**src/multi_cpu_ready_queue_scheduler_defines.svh**
```systemverilog
// Assertion macros used by the scheduler controller.
// No dependencies.
`ifndef MULTI_CPU_READY_QUEUE_SCHEDULER_DEFINES_SVH
`define MULTI_CPU_READY_QUEUE_SCHEDULER_DEFINES_SVH

`define MCRQ_ASSERT_IMPL(label, clk, rst, pre, post) \
   label: assert property (@(posedge clk) disable iff (rst) (pre) |-> (post)) \
      else $error("assertion failed");

`define MCRQ_ASSERT_NEXT(label, clk, rst, pre, post) \
   label: assert property (@(posedge clk) disable iff (rst) (pre) |=> (post)) \
      else $error("assertion failed");

`endif

```
**src/mcrq_pkg.sv**
```systemverilog
// Shared types and constants of the ready-queue scheduler.
// No dependencies.
package mcrq_pkg;
   localparam int QueueDepth = 32;
   localparam int MaxCpus    = 16;
   localparam int QaW        = $clog2(QueueDepth);
   localparam int QcW        = $clog2(QueueDepth + 1);
   localparam int CpuW       = 4;

   localparam logic [1:0] FUNC_DISPATCH = 2'd0;
   localparam logic [1:0] FUNC_PREEMPT  = 2'd1;
   localparam logic [1:0] FUNC_RELEASE  = 2'd2;
   localparam logic [1:0] FUNC_WAKE     = 2'd3;

   localparam logic [1:0] MODE_RR   = 2'd1;
   localparam logic [1:0] MODE_PRIO = 2'd2;

   localparam logic [2:0] KIND_DISPATCHED = 3'd0;
   localparam logic [2:0] KIND_IDLE       = 3'd1;
   localparam logic [2:0] KIND_PREEMPT    = 3'd2;
   localparam logic [2:0] KIND_NOTHING    = 3'd3;
   localparam logic [2:0] KIND_FULL       = 3'd4;

   localparam logic [1:0] REG_MODE   = 2'd0;
   localparam logic [1:0] REG_SLICE  = 2'd1;
   localparam logic [1:0] REG_ACTIVE = 2'd2;

   typedef struct packed {
      logic           load;      // latch request, decode
      logic           append;    // write tail from append source
      logic           src_run;   // append source is running entry of cpu
      logic           scan_clr;  // start priority scan
      logic           scan_step; // examine rd_data at scan index
      logic [QaW-1:0] rd_addr;
      logic           sh_wr;     // write shifted entry
      logic [QaW-1:0] sh_addr;
      logic           pop;       // decrement count
      logic           take;      // capture rd_data as dispatched entry
      logic           run_set;   // set running entry of cpu from taken
      logic           run_clr;
      logic           victim_clr;
      logic           victim_step;
      logic [CpuW-1:0] vidx;
   } ctl_type;

   typedef struct packed {
      logic [1:0]     func;
      logic [CpuW-1:0] cpu;
      logic [QcW-1:0] count;
      logic           run_valid;
      logic [QaW-1:0] pick;
      logic           victim_found;
      logic [CpuW-1:0] victim;
      logic           any_idle;
   } sts_type;
endpackage

```
**src/multi_cpu_ready_queue_scheduler.sv**
```systemverilog
// A refused or ignored request goes from decode straight to the response; a wake appends,
// after a scan of the active CPUs in priority mode; a dispatch on an empty queue answers idle;
// else the pick is fetched and later entries are shifted, after a scan in priority mode.
// One request in flight; the next is accepted in the cycle after the response handshake.
// Synchronous active-high reset empties the queue, idles every CPU and loads mode 0,
// slice 0 and one active CPU. Depends on mcrq_pkg, mcrq_ctrl and mcrq_datapath.
module multi_cpu_ready_queue_scheduler (
   input  logic        clock,
   input  logic        reset,
   input  logic        req_tvalid,
   output logic        req_tready,
   input  logic [23:0] req_tdata,   // cpu[3:0], proc_id[11:4], proc_priority[19:12], zero
   input  logic [1:0]  req_tuser,   // func[1:0]
   output logic        rsp_tvalid,
   input  logic        rsp_tready,
   output logic [31:0] rsp_tdata,   // target_cpu[3:0], run_id[11:4], slice_out[27:12], zero
   output logic [2:0]  rsp_tuser,   // kind[2:0]
   input  logic        csr_psel,
   input  logic        csr_penable,
   input  logic        csr_pwrite,
   input  logic [3:0]  csr_paddr,
   input  logic [31:0] csr_pwdata,
   output logic [31:0] csr_prdata,
   output logic        csr_pready
);
   logic [1:0]  mode_ff;
   logic [15:0] slice_ff;
   logic [4:0]  active_ff;
   logic        req_fire, rsp_fire, busy, rsp_valid;
   logic [2:0]  rsp_kind;
   logic [31:0] rsp_data;
   logic [7:0]  taken_id;
   mcrq_pkg::ctl_type ctl;
   mcrq_pkg::sts_type sts;

   assign csr_pready = 1'b1;
   assign req_tready = !busy;
   assign req_fire   = req_tvalid && req_tready;
   assign rsp_fire   = rsp_tvalid && rsp_tready;
   assign rsp_tvalid = rsp_valid;
   assign rsp_tdata  = rsp_data;
   assign rsp_tuser  = rsp_kind;

   always_ff @(posedge clock) begin
      if (reset) begin
         mode_ff   <= '0;
         slice_ff  <= '0;
         active_ff <= 5'd1;
      end else if (csr_psel && csr_penable && csr_pwrite) begin
         unique case (csr_paddr[3:2])
            mcrq_pkg::REG_MODE:   mode_ff   <= csr_pwdata[1:0];
            mcrq_pkg::REG_SLICE:  slice_ff  <= csr_pwdata[15:0];
            mcrq_pkg::REG_ACTIVE: active_ff <= csr_pwdata[4:0];
            default: ;
         endcase
      end
   end

   always_comb begin
      csr_prdata = '0;
      case (csr_paddr[3:2])
         mcrq_pkg::REG_MODE:   csr_prdata = {30'd0, mode_ff};
         mcrq_pkg::REG_SLICE:  csr_prdata = {16'd0, slice_ff};
         mcrq_pkg::REG_ACTIVE: csr_prdata = {27'd0, active_ff};
         default: csr_prdata = '0;
      endcase
   end

   mcrq_datapath u_dp (
      .clock         (clock),
      .reset         (reset),
      .ctl           (ctl),
      .func          (req_tuser),
      .cpu           (req_tdata[3:0]),
      .proc_id       (req_tdata[11:4]),
      .proc_priority (req_tdata[19:12]),
      .mode          (mode_ff),
      .sts           (sts),
      .taken_id      (taken_id)
   );

   mcrq_ctrl u_ctrl (
      .clock     (clock),
      .reset     (reset),
      .req_fire  (req_fire),
      .rsp_fire  (rsp_fire),
      .mode      (mode_ff),
      .slice_len (slice_ff),
      .active    (active_ff),
      .sts       (sts),
      .taken_id  (taken_id),
      .ctl       (ctl),
      .busy      (busy),
      .rsp_valid (rsp_valid),
      .rsp_kind  (rsp_kind),
      .rsp_data  (rsp_data)
   );
endmodule

```
**src/mcrq_ram.sv**
```systemverilog
// Generic single-write, single-read RAM with registered read data.
// No dependencies.
module mcrq_ram #(
   parameter int Width = 16,
   parameter int Depth = 32
) (
   input  logic                     clock,
   input  logic                     wr_en,
   input  logic [$clog2(Depth)-1:0] wr_addr,
   input  logic [Width-1:0]         wr_data,
   input  logic [$clog2(Depth)-1:0] rd_addr,
   output logic [Width-1:0]         rd_data
);
   logic [Width-1:0] mem_ff [Depth];

   always_ff @(posedge clock) begin
      if (wr_en) begin
         mem_ff[wr_addr] <= wr_data;
      end
      rd_data <= mem_ff[rd_addr];
   end
endmodule

```
**src/mcrq_datapath.sv**
```systemverilog
// Datapath: queue RAM, per-CPU running table, scan and victim registers.
// Depends on mcrq_pkg and mcrq_ram.
module mcrq_datapath (
   input  logic                    clock,
   input  logic                    reset,
   input  mcrq_pkg::ctl_type       ctl,
   input  logic [1:0]              func,
   input  logic [3:0]              cpu,
   input  logic [7:0]              proc_id,
   input  logic [7:0]              proc_priority,
   input  logic [1:0]              mode,
   output mcrq_pkg::sts_type       sts,
   output logic [7:0]              taken_id
);
   localparam int QaW = mcrq_pkg::QaW;
   localparam int QcW = mcrq_pkg::QcW;

   logic [1:0]     func_ff;
   logic [3:0]     cpu_ff;
   logic [7:0]     pid_ff, pprio_ff;
   logic [QcW-1:0] count_ff;
   logic [7:0]     run_id_ff [mcrq_pkg::MaxCpus];
   logic [7:0]     run_prio_ff [mcrq_pkg::MaxCpus];
   logic [mcrq_pkg::MaxCpus-1:0] run_valid_ff;
   logic [QaW-1:0] pick_ff, scan_ff;
   logic [7:0]     best_ff;
   logic           victim_found_ff;
   logic [3:0]     victim_ff;
   logic [7:0]     taken_id_ff, taken_prio_ff;

   logic           wr_en;
   logic [QaW-1:0] wr_addr;
   logic [15:0]    wr_data, rd_data;

   always_comb begin
      wr_en   = ctl.append | ctl.sh_wr;
      wr_addr = ctl.append ? count_ff[QaW-1:0] : ctl.sh_addr;
      if (ctl.sh_wr) begin
         wr_data = rd_data;
      end else if (ctl.src_run) begin
         wr_data = {run_prio_ff[cpu_ff], run_id_ff[cpu_ff]};
      end else begin
         wr_data = {pprio_ff, pid_ff};
      end
   end

   mcrq_ram #(.Width(16), .Depth(mcrq_pkg::QueueDepth)) u_queue (
      .clock   (clock),
      .wr_en   (wr_en),
      .wr_addr (wr_addr),
      .wr_data (wr_data),
      .rd_addr (ctl.rd_addr),
      .rd_data (rd_data)
   );

   always_ff @(posedge clock) begin
      if (ctl.load) begin
         func_ff  <= func;
         cpu_ff   <= cpu;
         pid_ff   <= proc_id;
         pprio_ff <= proc_priority;
      end
      if (ctl.scan_clr) begin
         pick_ff <= '0;
         scan_ff <= '0;
         best_ff <= '0;
      end else if (ctl.scan_step) begin
         if (scan_ff == '0 || rd_data[15:8] > best_ff) begin
            pick_ff <= scan_ff;
            best_ff <= rd_data[15:8];
         end
         scan_ff <= scan_ff + 1'b1;
      end
      if (ctl.take) begin
         taken_id_ff   <= rd_data[7:0];
         taken_prio_ff <= rd_data[15:8];
      end
      if (ctl.run_set) begin
         run_id_ff[cpu_ff]   <= taken_id_ff;
         run_prio_ff[cpu_ff] <= taken_prio_ff;
      end
      if (ctl.victim_clr) begin
         victim_found_ff <= 1'b0;
         victim_ff       <= '0;
      end else if (ctl.victim_step && !victim_found_ff
                   && run_prio_ff[ctl.vidx] < pprio_ff) begin
         victim_found_ff <= 1'b1;
         victim_ff       <= ctl.vidx;
      end
      if (reset) begin
         count_ff     <= '0;
         run_valid_ff <= '0;
      end else begin
         if (ctl.append) begin
            count_ff <= count_ff + 1'b1;
         end else if (ctl.pop) begin
            count_ff <= count_ff - 1'b1;
         end
         if (ctl.run_set) begin
            run_valid_ff[cpu_ff] <= 1'b1;
         end else if (ctl.run_clr) begin
            run_valid_ff[cpu_ff] <= 1'b0;
         end
      end
   end

   assign sts.func         = func_ff;
   assign sts.cpu          = cpu_ff;
   assign sts.count        = count_ff;
   assign sts.run_valid    = run_valid_ff[cpu_ff];
   assign sts.pick         = (mode == mcrq_pkg::MODE_PRIO) ? pick_ff : '0;
   assign sts.victim_found = victim_found_ff;
   assign sts.victim       = victim_ff;
   assign sts.any_idle     = !run_valid_ff[ctl.vidx];
   assign taken_id         = taken_id_ff;
endmodule

```
**src/mcrq_ctrl.sv**
```systemverilog
// Controller state machine sequencing scan, compaction and result delivery.
// Depends on mcrq_pkg and the assertion macro header.
`include "multi_cpu_ready_queue_scheduler_defines.svh"
module mcrq_ctrl (
   input  logic                clock,
   input  logic                reset,
   input  logic                req_fire,
   input  logic                rsp_fire,
   input  logic [1:0]          mode,
   input  logic [15:0]         slice_len,
   input  logic [4:0]          active,
   input  mcrq_pkg::sts_type   sts,
   input  logic [7:0]          taken_id,
   output mcrq_pkg::ctl_type   ctl,
   output logic                busy,
   output logic                rsp_valid,
   output logic [2:0]          rsp_kind,
   output logic [31:0]         rsp_data
);
   localparam int QaW = mcrq_pkg::QaW;

   typedef enum logic [3:0] {
      S_IDLE, S_DECODE, S_WAKE_SCAN, S_APPEND, S_PSCAN, S_PSCAN_END,
      S_FETCH, S_TAKE, S_SHIFT, S_POP, S_OUT
   } state_type;

   state_type      state_ff;
   logic [QaW:0]   idx_ff;
   logic [4:0]     n_cpu;
   logic [2:0]     kind_ff;
   logic [3:0]     tgt_ff;
   logic [7:0]     id_ff;
   logic [15:0]    sl_ff;
   logic           idle_seen_ff;
   logic [QaW-1:0] last_idx;

   assign n_cpu    = (active > 5'(mcrq_pkg::MaxCpus)) ? 5'(mcrq_pkg::MaxCpus) : active;
   assign last_idx = QaW'(sts.count - 1'b1);

   always_comb begin
      ctl = '0;
      ctl.vidx = idx_ff[3:0];
      unique case (state_ff)
         S_IDLE: ctl.load = req_fire;
         S_DECODE: begin
            ctl.scan_clr   = 1'b1;
            ctl.victim_clr = 1'b1;
            ctl.rd_addr    = '0;
         end
         S_WAKE_SCAN: ctl.victim_step = idle_seen_ff ? 1'b0 : 1'b1;
         S_APPEND: begin
            ctl.append  = (sts.func == mcrq_pkg::FUNC_WAKE) ||
                          (sts.func == mcrq_pkg::FUNC_PREEMPT && sts.run_valid);
            ctl.src_run = (sts.func == mcrq_pkg::FUNC_PREEMPT);
            ctl.run_clr = (sts.func == mcrq_pkg::FUNC_PREEMPT);
         end
         S_PSCAN_END: ctl.run_clr = (sts.count == '0);
         S_PSCAN: begin
            ctl.scan_step = 1'b1;
            ctl.rd_addr   = QaW'(idx_ff + 1'b1);
         end
         S_FETCH: ctl.rd_addr = sts.pick;
         S_TAKE: begin
            ctl.take    = 1'b1;
            ctl.rd_addr = QaW'(idx_ff + 1'b1);
         end
         S_SHIFT: begin
            ctl.sh_wr   = 1'b1;
            ctl.sh_addr = idx_ff[QaW-1:0];
            ctl.rd_addr = QaW'(idx_ff + 2'd2);
         end
         S_POP: begin
            ctl.pop     = 1'b1;
            ctl.run_set = 1'b1;
         end
         default: ;
      endcase
   end

   always_ff @(posedge clock) begin
      if (reset) begin
         state_ff     <= S_IDLE;
         idx_ff       <= '0;
         idle_seen_ff <= 1'b0;
         kind_ff      <= mcrq_pkg::KIND_NOTHING;
         tgt_ff       <= '0;
         id_ff        <= '0;
         sl_ff        <= '0;
      end else begin
         unique case (state_ff)
            S_IDLE: if (req_fire) state_ff <= S_DECODE;
            S_DECODE: begin
               idx_ff       <= '0;
               idle_seen_ff <= 1'b0;
               id_ff        <= '0;
               sl_ff        <= '0;
               if (sts.func == mcrq_pkg::FUNC_WAKE) begin
                  tgt_ff <= '0;
                  if (sts.count >= (QaW+1)'(mcrq_pkg::QueueDepth)) begin
                     kind_ff  <= mcrq_pkg::KIND_FULL;
                     state_ff <= S_OUT;
                  end else if (mode == mcrq_pkg::MODE_PRIO && n_cpu != '0) begin
                     state_ff <= S_WAKE_SCAN;
                  end else begin
                     state_ff <= S_APPEND;
                  end
               end else begin
                  tgt_ff <= sts.cpu;
                  if ({1'b0, sts.cpu} >= n_cpu) begin
                     kind_ff  <= mcrq_pkg::KIND_NOTHING;
                     state_ff <= S_OUT;
                  end else if (sts.func == mcrq_pkg::FUNC_PREEMPT && sts.run_valid) begin
                     if (sts.count >= (QaW+1)'(mcrq_pkg::QueueDepth)) begin
                        kind_ff  <= mcrq_pkg::KIND_FULL;
                        state_ff <= S_OUT;
                     end else begin
                        state_ff <= S_APPEND;
                     end
                  end else begin
                     state_ff <= S_APPEND;
                  end
               end
            end
            S_WAKE_SCAN: begin
               if (sts.any_idle) idle_seen_ff <= 1'b1;
               if (5'(idx_ff) + 5'd1 >= n_cpu) begin
                  idx_ff   <= '0;
                  state_ff <= S_APPEND;
               end else begin
                  idx_ff <= idx_ff + 1'b1;
               end
            end
            S_APPEND: begin
               if (sts.func == mcrq_pkg::FUNC_WAKE) begin
                  if (mode == mcrq_pkg::MODE_PRIO && n_cpu != '0 && !idle_seen_ff
                      && sts.victim_found) begin
                     kind_ff <= mcrq_pkg::KIND_PREEMPT;
                     tgt_ff  <= sts.victim;
                  end else begin
                     kind_ff <= mcrq_pkg::KIND_NOTHING;
                  end
                  state_ff <= S_OUT;
               end else begin
                  state_ff <= S_PSCAN_END;
                  idx_ff   <= '0;
               end
            end
            S_PSCAN_END: begin
               // Queue count now includes any appended preempted entry.
               if (sts.count == '0) begin
                  kind_ff  <= mcrq_pkg::KIND_IDLE;
                  state_ff <= S_OUT;
               end else if (mode == mcrq_pkg::MODE_PRIO) begin
                  idx_ff   <= '0;
                  state_ff <= S_PSCAN;
               end else begin
                  state_ff <= S_FETCH;
               end
            end
            S_PSCAN: begin
               if ((idx_ff + 1'b1) >= sts.count) begin
                  state_ff <= S_FETCH;
               end else begin
                  idx_ff <= idx_ff + 1'b1;
               end
            end
            S_FETCH: begin
               idx_ff   <= {1'b0, sts.pick};
               state_ff <= S_TAKE;
            end
            S_TAKE: state_ff <= (idx_ff[QaW-1:0] == last_idx) ? S_POP : S_SHIFT;
            S_SHIFT: begin
               if (idx_ff[QaW-1:0] + 1'b1 == last_idx) begin
                  state_ff <= S_POP;
               end else begin
                  idx_ff <= idx_ff + 1'b1;
               end
            end
            S_POP: begin
               kind_ff  <= mcrq_pkg::KIND_DISPATCHED;
               id_ff    <= taken_id;
               sl_ff    <= (mode == mcrq_pkg::MODE_RR) ? slice_len : 16'd0;
               state_ff <= S_OUT;
            end
            S_OUT: if (rsp_fire) state_ff <= S_IDLE;
            default: state_ff <= S_IDLE;
         endcase
      end
   end

   // In S_PSCAN the scan reads entry idx; the read for it was issued in the previous cycle.
   // An empty queue at S_PSCAN_END leaves the CPU idle.
   assign busy      = (state_ff != S_IDLE);
   assign rsp_valid = (state_ff == S_OUT);
   assign rsp_kind  = kind_ff;
   assign rsp_data  = {4'd0, sl_ff, id_ff, tgt_ff};

   `MCRQ_ASSERT_IMPL(a_out_kind, clock, reset, rsp_valid,
      kind_ff == mcrq_pkg::KIND_DISPATCHED || kind_ff == mcrq_pkg::KIND_IDLE ||
      kind_ff == mcrq_pkg::KIND_PREEMPT || kind_ff == mcrq_pkg::KIND_NOTHING ||
      kind_ff == mcrq_pkg::KIND_FULL)
   `MCRQ_ASSERT_IMPL(a_id_only_dispatch, clock, reset,
      rsp_valid && kind_ff != mcrq_pkg::KIND_DISPATCHED, id_ff == 8'd0)
   `MCRQ_ASSERT_NEXT(a_pop_to_out, clock, reset, state_ff == S_POP, rsp_valid)
endmodule
```
**config.mk**
```make
export PLATFORM = sky130hd
export DESIGN_NAME = multi_cpu_ready_queue_scheduler
export DESIGN_NICKNAME = d
export VERILOG_FILES = /design/src/mcrq_pkg.sv /design/src/multi_cpu_ready_queue_scheduler.sv /design/src/mcrq_ram.sv /design/src/mcrq_datapath.sv /design/src/mcrq_ctrl.sv
export VERILOG_INCLUDE_DIRS = /design/src /design/src/src
export SDC_FILE = /design/constraint.sdc
export NUM_CORES = 1
export LEC_CHECK = 0
export ABC_AREA = 1
export BUFFER_PORTS_ARGS = -buffer_cell sky130_fd_sc_hd__buf_2
export CORE_MARGIN = 3
export CORE_UTILIZATION = 69
export CTS_BUF_LIST = sky130_fd_sc_hd__clkbuf_8
export CTS_CLUSTER_SIZE = 30
export DETAILED_ROUTE_END_ITERATION = 16
export PLACE_DENSITY_LB_ADDON = 0.15
export SYNTH_ARGS = -nofsm -noshare
export SYNTH_HDL_FRONTEND = slang
export SYNTH_HIERARCHICAL = 1
export SYNTH_SLANG_ARGS = --single-unit
```
**constraint.sdc**
```tcl
create_clock -name clock -period 11.39 [get_ports clock]
set_input_delay 0 -clock clock [delete_from_list [all_inputs] [get_ports clock]]
set_output_delay 0 -clock clock [all_outputs]
set_load 0.01 [all_outputs]
```
# Word-level counts from Yosys, hierarchy flattened
# Memory sizes are Yosys's and may differ from the RTL's. A register that Yosys moved wholly into a read port is not among the register bits.
# Cells that the tools add are included.
totals:
  ff_bits: 148
  ram_bits: 768
  in_bits: 69
  output_inout_bits: 70
  word_cells: 193
  mem_count: 3
memory_table:
  columns: ["name", "words", "word_bits", "read_ports", "rd_clocked_by_memory_dff", "write_ports", "line_no", "rtl"]
  rows:
  - ["u_dp.u_queue.mem_ff", 32, 16, 1, 1, 1, "mcrq_ram.sv:14", "logic [Width-1:0] mem_ff [Depth];"]
  - ["u_dp.run_id_ff", 16, 8, 1, 1, 1, "mcrq_datapath.sv:22", "logic [7:0] run_id_ff [mcrq_pkg::MaxCpus];"]
  - ["u_dp.run_prio_ff", 16, 8, 2, 2, 1, "mcrq_datapath.sv:23", "logic [7:0] run_prio_ff [mcrq_pkg::MaxCpus];"]
op_classes:
  n_addsub: 6
  order_cmp: 10
  n_eq_ne: 33
  mux: 75
  n_bitwise: 4
  reduce_logical: 39
ops:
  columns: ["cell", "n"]
  rows:
  - ["$mux 16", 5]
  - ["$mux 4", 19]
  - ["$mux 6", 9]
  - ["$pmux 16 s3", 1]
  - ["$pmux 4 s11", 1]
  - ["$pmux 6 s7", 1]
  - ["$pmux 16 s2", 1]
  - ["$mux 1", 18]
  - ["$mux 3", 6]
  - ["$ne 2x1->1 const B", 9]
  - ["$and 16x16->16", 1]
  - ["$eq 4x3->1 const B", 4]
  - ["$not 16->16", 1]
  - ["$or 16x16->16", 1]
  - ["$pmux 8 s2", 1]
  - ["$mux 5", 3]
  - ["$pmux 5 s3", 1]
  - ["$add 6x1->6 const B", 2]
  - ["$eq 4x4->1 const B", 3]
  - ["$pmux 3 s4", 1]
  - ["$logic_and 1x1->1", 11]
  - ["$add 5x1->5 const B", 2]
  - ["$eq 5x5->1", 2]
  - ["$lt 4x5->1 const B", 2]
  - ["other kinds (38)", 62]

# Depth between registers and ports, before layout
logic_depth:
  ltp_word: 9
  mapped_depth: 21
  mapped_depth_nobuf: 20

# Hierarchy
# The synthesis kept the hierarchy.
by_module_without_submodules:
  columns: ["module", "instances", "cells_per_inst", "area_per_inst_um2", "seq_area_each_um2"]
  rows:
  - ["mcrq_ram", 1, 1794, 21301.7, 15695.1]
  - ["mcrq_datapath", 1, 1444, 15463.6, 9809.4]
  - ["mcrq_ctrl", 1, 498, 3126.7, 840.8]
  - ["multi_cpu_ready_queue_scheduler", 1, 217, 1350.0, 460.4]

# Worst setup path after synthesis
# OpenSTA, ideal clock, no wires.
synth_path:
  path_kind: "register to register"
  start: "register u_dp.cpu_ff[1]"
  end: "memory u_dp.u_queue.mem_ff[29][0] (enable)"
  setup_ns: 0.389
  arrival_time_ns: 3.346
  t_required_ns: 11.001
  setup_slack_ns: 7.655
  path_stages_with_launch: 15
  n_path_buf: 1
  synth_period_minus_slack_ns: 3.735
  cell_sequence: "edfxtp_1 -> buf_2 -> nor2_1 -> a22oi_1 -> o211ai_1 -> nand3_1 -> nand4_1 -> inv_1 -> nor2_1 -> nor2_1 -> nor2_1 -> clkinv_1 -> o21ai_0 -> nand3_1 -> nor2_1"
synth_rtl:
  columns: ["element", "line_no", "rtl"]
  rows:
  - ["start, declared", "mcrq_datapath.sv:19", "logic [3:0] cpu_ff;"]
  - ["start signal, assigned", "mcrq_datapath.sv:59", "cpu_ff <= cpu;"]
  - ["end, declared", "mcrq_ram.sv:14", null]

==> impl_metrics.yaml <==
clock_tree:
  cts_buffer_depth: 3
  clock-sinks: 936
  cts_tree: "yes"
  cts.clk_slew.worst_paths_ns: 0.06
  clk_latency_ns: 0.79
  cts_buffers: 147
  cts_root_buffer: "clkbuf_8"
  cts.repair.resized: 0
  htree_levels: 4
power:
  p_comb_share_pct: 27.3
  pwr-share-seq_pct: 45.0
  design_power_total_mw: 9.42
  p_clk_share_pct: 27.8
  p_leak_nw: 17.4
  ir_drop_v: 0.000156
  powerDensity_nw_per_um2: 206
  power_switching_mw: 3.25
  intPower_mw: 6.17
  switching_share_pct: 34.5
min_path:
  whs_endpoint: "slice_ff[0]$_SDFFE_PP0P_"
  hold_depth: 6
  min_from: "csr_pwdata[0]"
  hold_class: "input port to flop"
sta:
  tns_ns: 0
  skew_ns: 0.0313
  relSlewSlack_pct: 18.3
  setup_ws_ns: 6.21
  fin_crit_sh_pct: 45.5
  max_freq_mhz: 193
  worstMarginPinSlew_ns: 1.22
  hold_viol_final: 0
  period_minus_slack_ns: 5.18
  finalSetupViolCount: 0
  final_max_slew_viol_count: 0
  rsz0062_at_grt: "false"
global_route:
  grt_overflow: 0
  grt_pass1_vias: 28900
  grt_max_degree: 199
  grt_usage_pct: 32.9
  antenna_found_initial: 0
  grt_pass1_wl_um: 158000
floorplan:
  pin_count: 139
  die_area_sq_um: 62700
  initial_core_util_pct: 70.5
  rows: 88
  core_sq_um: 58500
  chipHeight_um: 250
  die_x_um: 250
placement:
  dpl.hpwl_um: 59300
  numPortBuffers: 95
  gp_congestion: 0.907
  post-place-ws_ns: 6.30
  dpl_cell_area_sq_um: 42100
worst_setup_path:
  ff2ff_setup_slack_ns: 6.21
  worstSetupStartpointType: "flop"
  crit_path_max_fanout: 108
  rr_startpoint: "u_ctrl/state_ff[2]$_SDFFE_PP0P_"
  reg2reg_to: "u_dp/u_queue/rd_data[12]$_DFF_P_"
  cp-end-kind: "flop"
  ff2ff_path_depth: 20
  crit_arrival_ns: 5.89
  required_ns: 12.10
  crit_type: "flop to flop"
logic_synthesis:
  syn_area_per_cell_sq_um: 10.4
  synth-edff-count: 806
  yosysWarnings: 6
  ys_seq_area_share_pct: 65.0
  synth_top_cell_by_area: "edfxtp_1"
  synth_cell_types: 59
  synth_top_area_share_pct: 58.7
  async_reset_ff_share_pct: 0
  synth_common_cells: "nand2_1 (1039), edfxtp_1 (806), nand3_1 (536)"
  syn-cell-area_sq_um: 41200
  synthTopCellsByArea: "edfxtp_1 (59%), nand2_1 (9.5%), nand3_1 (6.5%)"
  synth.most_common_cell: "nand2_1"
  synth_cells: 3953
  ys.flop_type: "edfxtp_1"
  ys_seq_elements: 936
drt:
  drt_pass1_iterations: 7
  ant_nets: 0
  drtIter0Drc: 3364
  wl_per_cell_um: 20.6
  routed-via-count: 30500
  via_per_inst: 6.04
  wirelength_um: 104000
  drc_errors: 0
layout:
  antenna_cells: 0
  ff_latch_area_sq_um: 26800
  fillCellCount: 3599
  syn_to_final_growth_pct: 11.1
  multiInputGateArea_sq_um: 12200
  drive_gt1_share_pct: 10.7
  finalNetCount: 4278
  final_area_sq_um: 45800
status:
  status: "completed"
run:
  drv_cap: 0
## worst max-delay path, stage by stage (launching register included)
cell and delay, ns:
dfxtp_1 0.36, inv_2 0.12, nor2_4 0.05, inv_1 0.08, nor2_1 0.04, buf_4 0.21, inv_1 0.15, nand2_1 0.15
a21oi_1 0.25, nand2_4 0.44, inv_8 0.67, buf_4 0.73, buf_4 0.79, nand2_1 0.11, nand3_1 0.11, nand3_1 0.11
nand2_1 0.16, nand2_1 0.08, nand2_1 0.14, nand2_1 0.13, nand2_1 0.14
## kinds of logic after synthesis
logic type	count (synthesis)	synth area share [%]
xor gates and xnor gates	9	0.191
muxes	32	0.777
DFF	936	65.0
adders and majority gates	41	1.26
buffers and inverters	487	5.92
and+or+nand+nor	1922	19.7
AOI/OAI and AO/OA	523	7.17
other	3	0.0273
## flip-flops by register name, summed over array words and instances (netlist names), 16 cells and up, named ones only
| name | flops |
|---|---|
| u_dp/u_queue/rd_data | 16 |
| u_dp/u_queue/mem_ff | 512 |
| u_dp/run_prio_ff | 128 |
| slice_ff | 16 |
| u_ctrl/sl_ff | 16 |
| u_dp/run_id_ff | 128 |
## layer usage
metal  part of all wire (%)  GRT usage (%)  wire, um  vias to the layer above
li1                       -              -         -                    14100
met1                     37           41.3     38200                    14400
met2                     49           54.8     50600                     1679
met3                    9.5           5.55      9900                      343
met4                    5.2           18.9      5420                        0
met5                      0              0         0                        -
## how the worst max path moves through the flow
stage | startpoint | end | depth (start not counted)
after floorplan | u_dp/cpu_ff[1]$_DFFE_PP_ | u_dp/u_queue/mem_ff[29][0]$_DFFE_PP_ | 14
after global placement | u_ctrl/state_ff[2]$_SDFFE_PP0P_ | u_dp/u_queue/rd_data[9]$_DFF_P_ | 20
after detailed placement | u_ctrl/state_ff[2]$_SDFFE_PP0P_ | u_dp/u_queue/rd_data[12]$_DFF_P_ | 20
after CTS | u_ctrl/state_ff[2]$_SDFFE_PP0P_ | u_dp/u_queue/rd_data[12]$_DFF_P_ | 20
after global routing | u_ctrl/state_ff[2]$_SDFFE_PP0P_ | u_dp/u_queue/rd_data[12]$_DFF_P_ | 20
final | u_ctrl/state_ff[2]$_SDFFE_PP0P_ | u_dp/u_queue/rd_data[12]$_DFF_P_ | 20
## power groups by stage
| stage | registers [mW] | clock network (mW) | logic (mW) |
|---|---|---|---|
| after CTS | 4.23 | 2.65 | 2.51 |
| after global placement | 4.30 | 0 | 2.41 |
| after detailed placement | 4.30 | 0 | 2.48 |
| after floorplan | 4.25 | 0 | 1.80 |
| final | 4.24 | 2.62 | 2.57 |
| after global routing | 4.25 | 2.80 | 2.81 |
## cell type report
class	instances	area share (%)
flip-flops and latches	936	58.5
multi-input cells	2548	26.6
repair buffers	294	4.90
clock buffers	160	4.81
well taps	765	2.09
inverters	241	2.01
clock inverters	104	1.10
## metrics by stage
step                hold slack (ns)  instances  util [%]
finish                        0.114       5048      78.4
detailed placement            0.179       4679      72.0
global placement              0.177       4679      72.0
global route                  0.141       5048      78.4
floorplan                    0.0989       3971         -
CTS                          0.0533       5048      78.4
## timing repair
action	CTS	global route
setup buffers	0	0
hold endpoints to repair	127	0
setup endpoints to repair	0	0
hold buffers	105	0
## cells in the final DEF, fill, tap and decap left out, types with 11 or more instances in the layout
master	n
a21oi_1	153
buf_2	95
buf_4	93
clkbuf_8	160
clkinv_1	30
clkinv_2	11
conb_1	21
dfxtp_1	127
dlygate4sd3_1	105
edfxtp_1	806
ha_1	40
inv_1	279
inv_2	11
mux2i_1	32
nand2_1	1038
nand3_1	535
nand4_1	19
nor2_1	272
nor2_2	22
o211ai_1	31
o21ai_0	240
o21ai_2	16
o221ai_1	42
o22ai_1	13
Note: power is estimated with default switching activity, not from simulation.
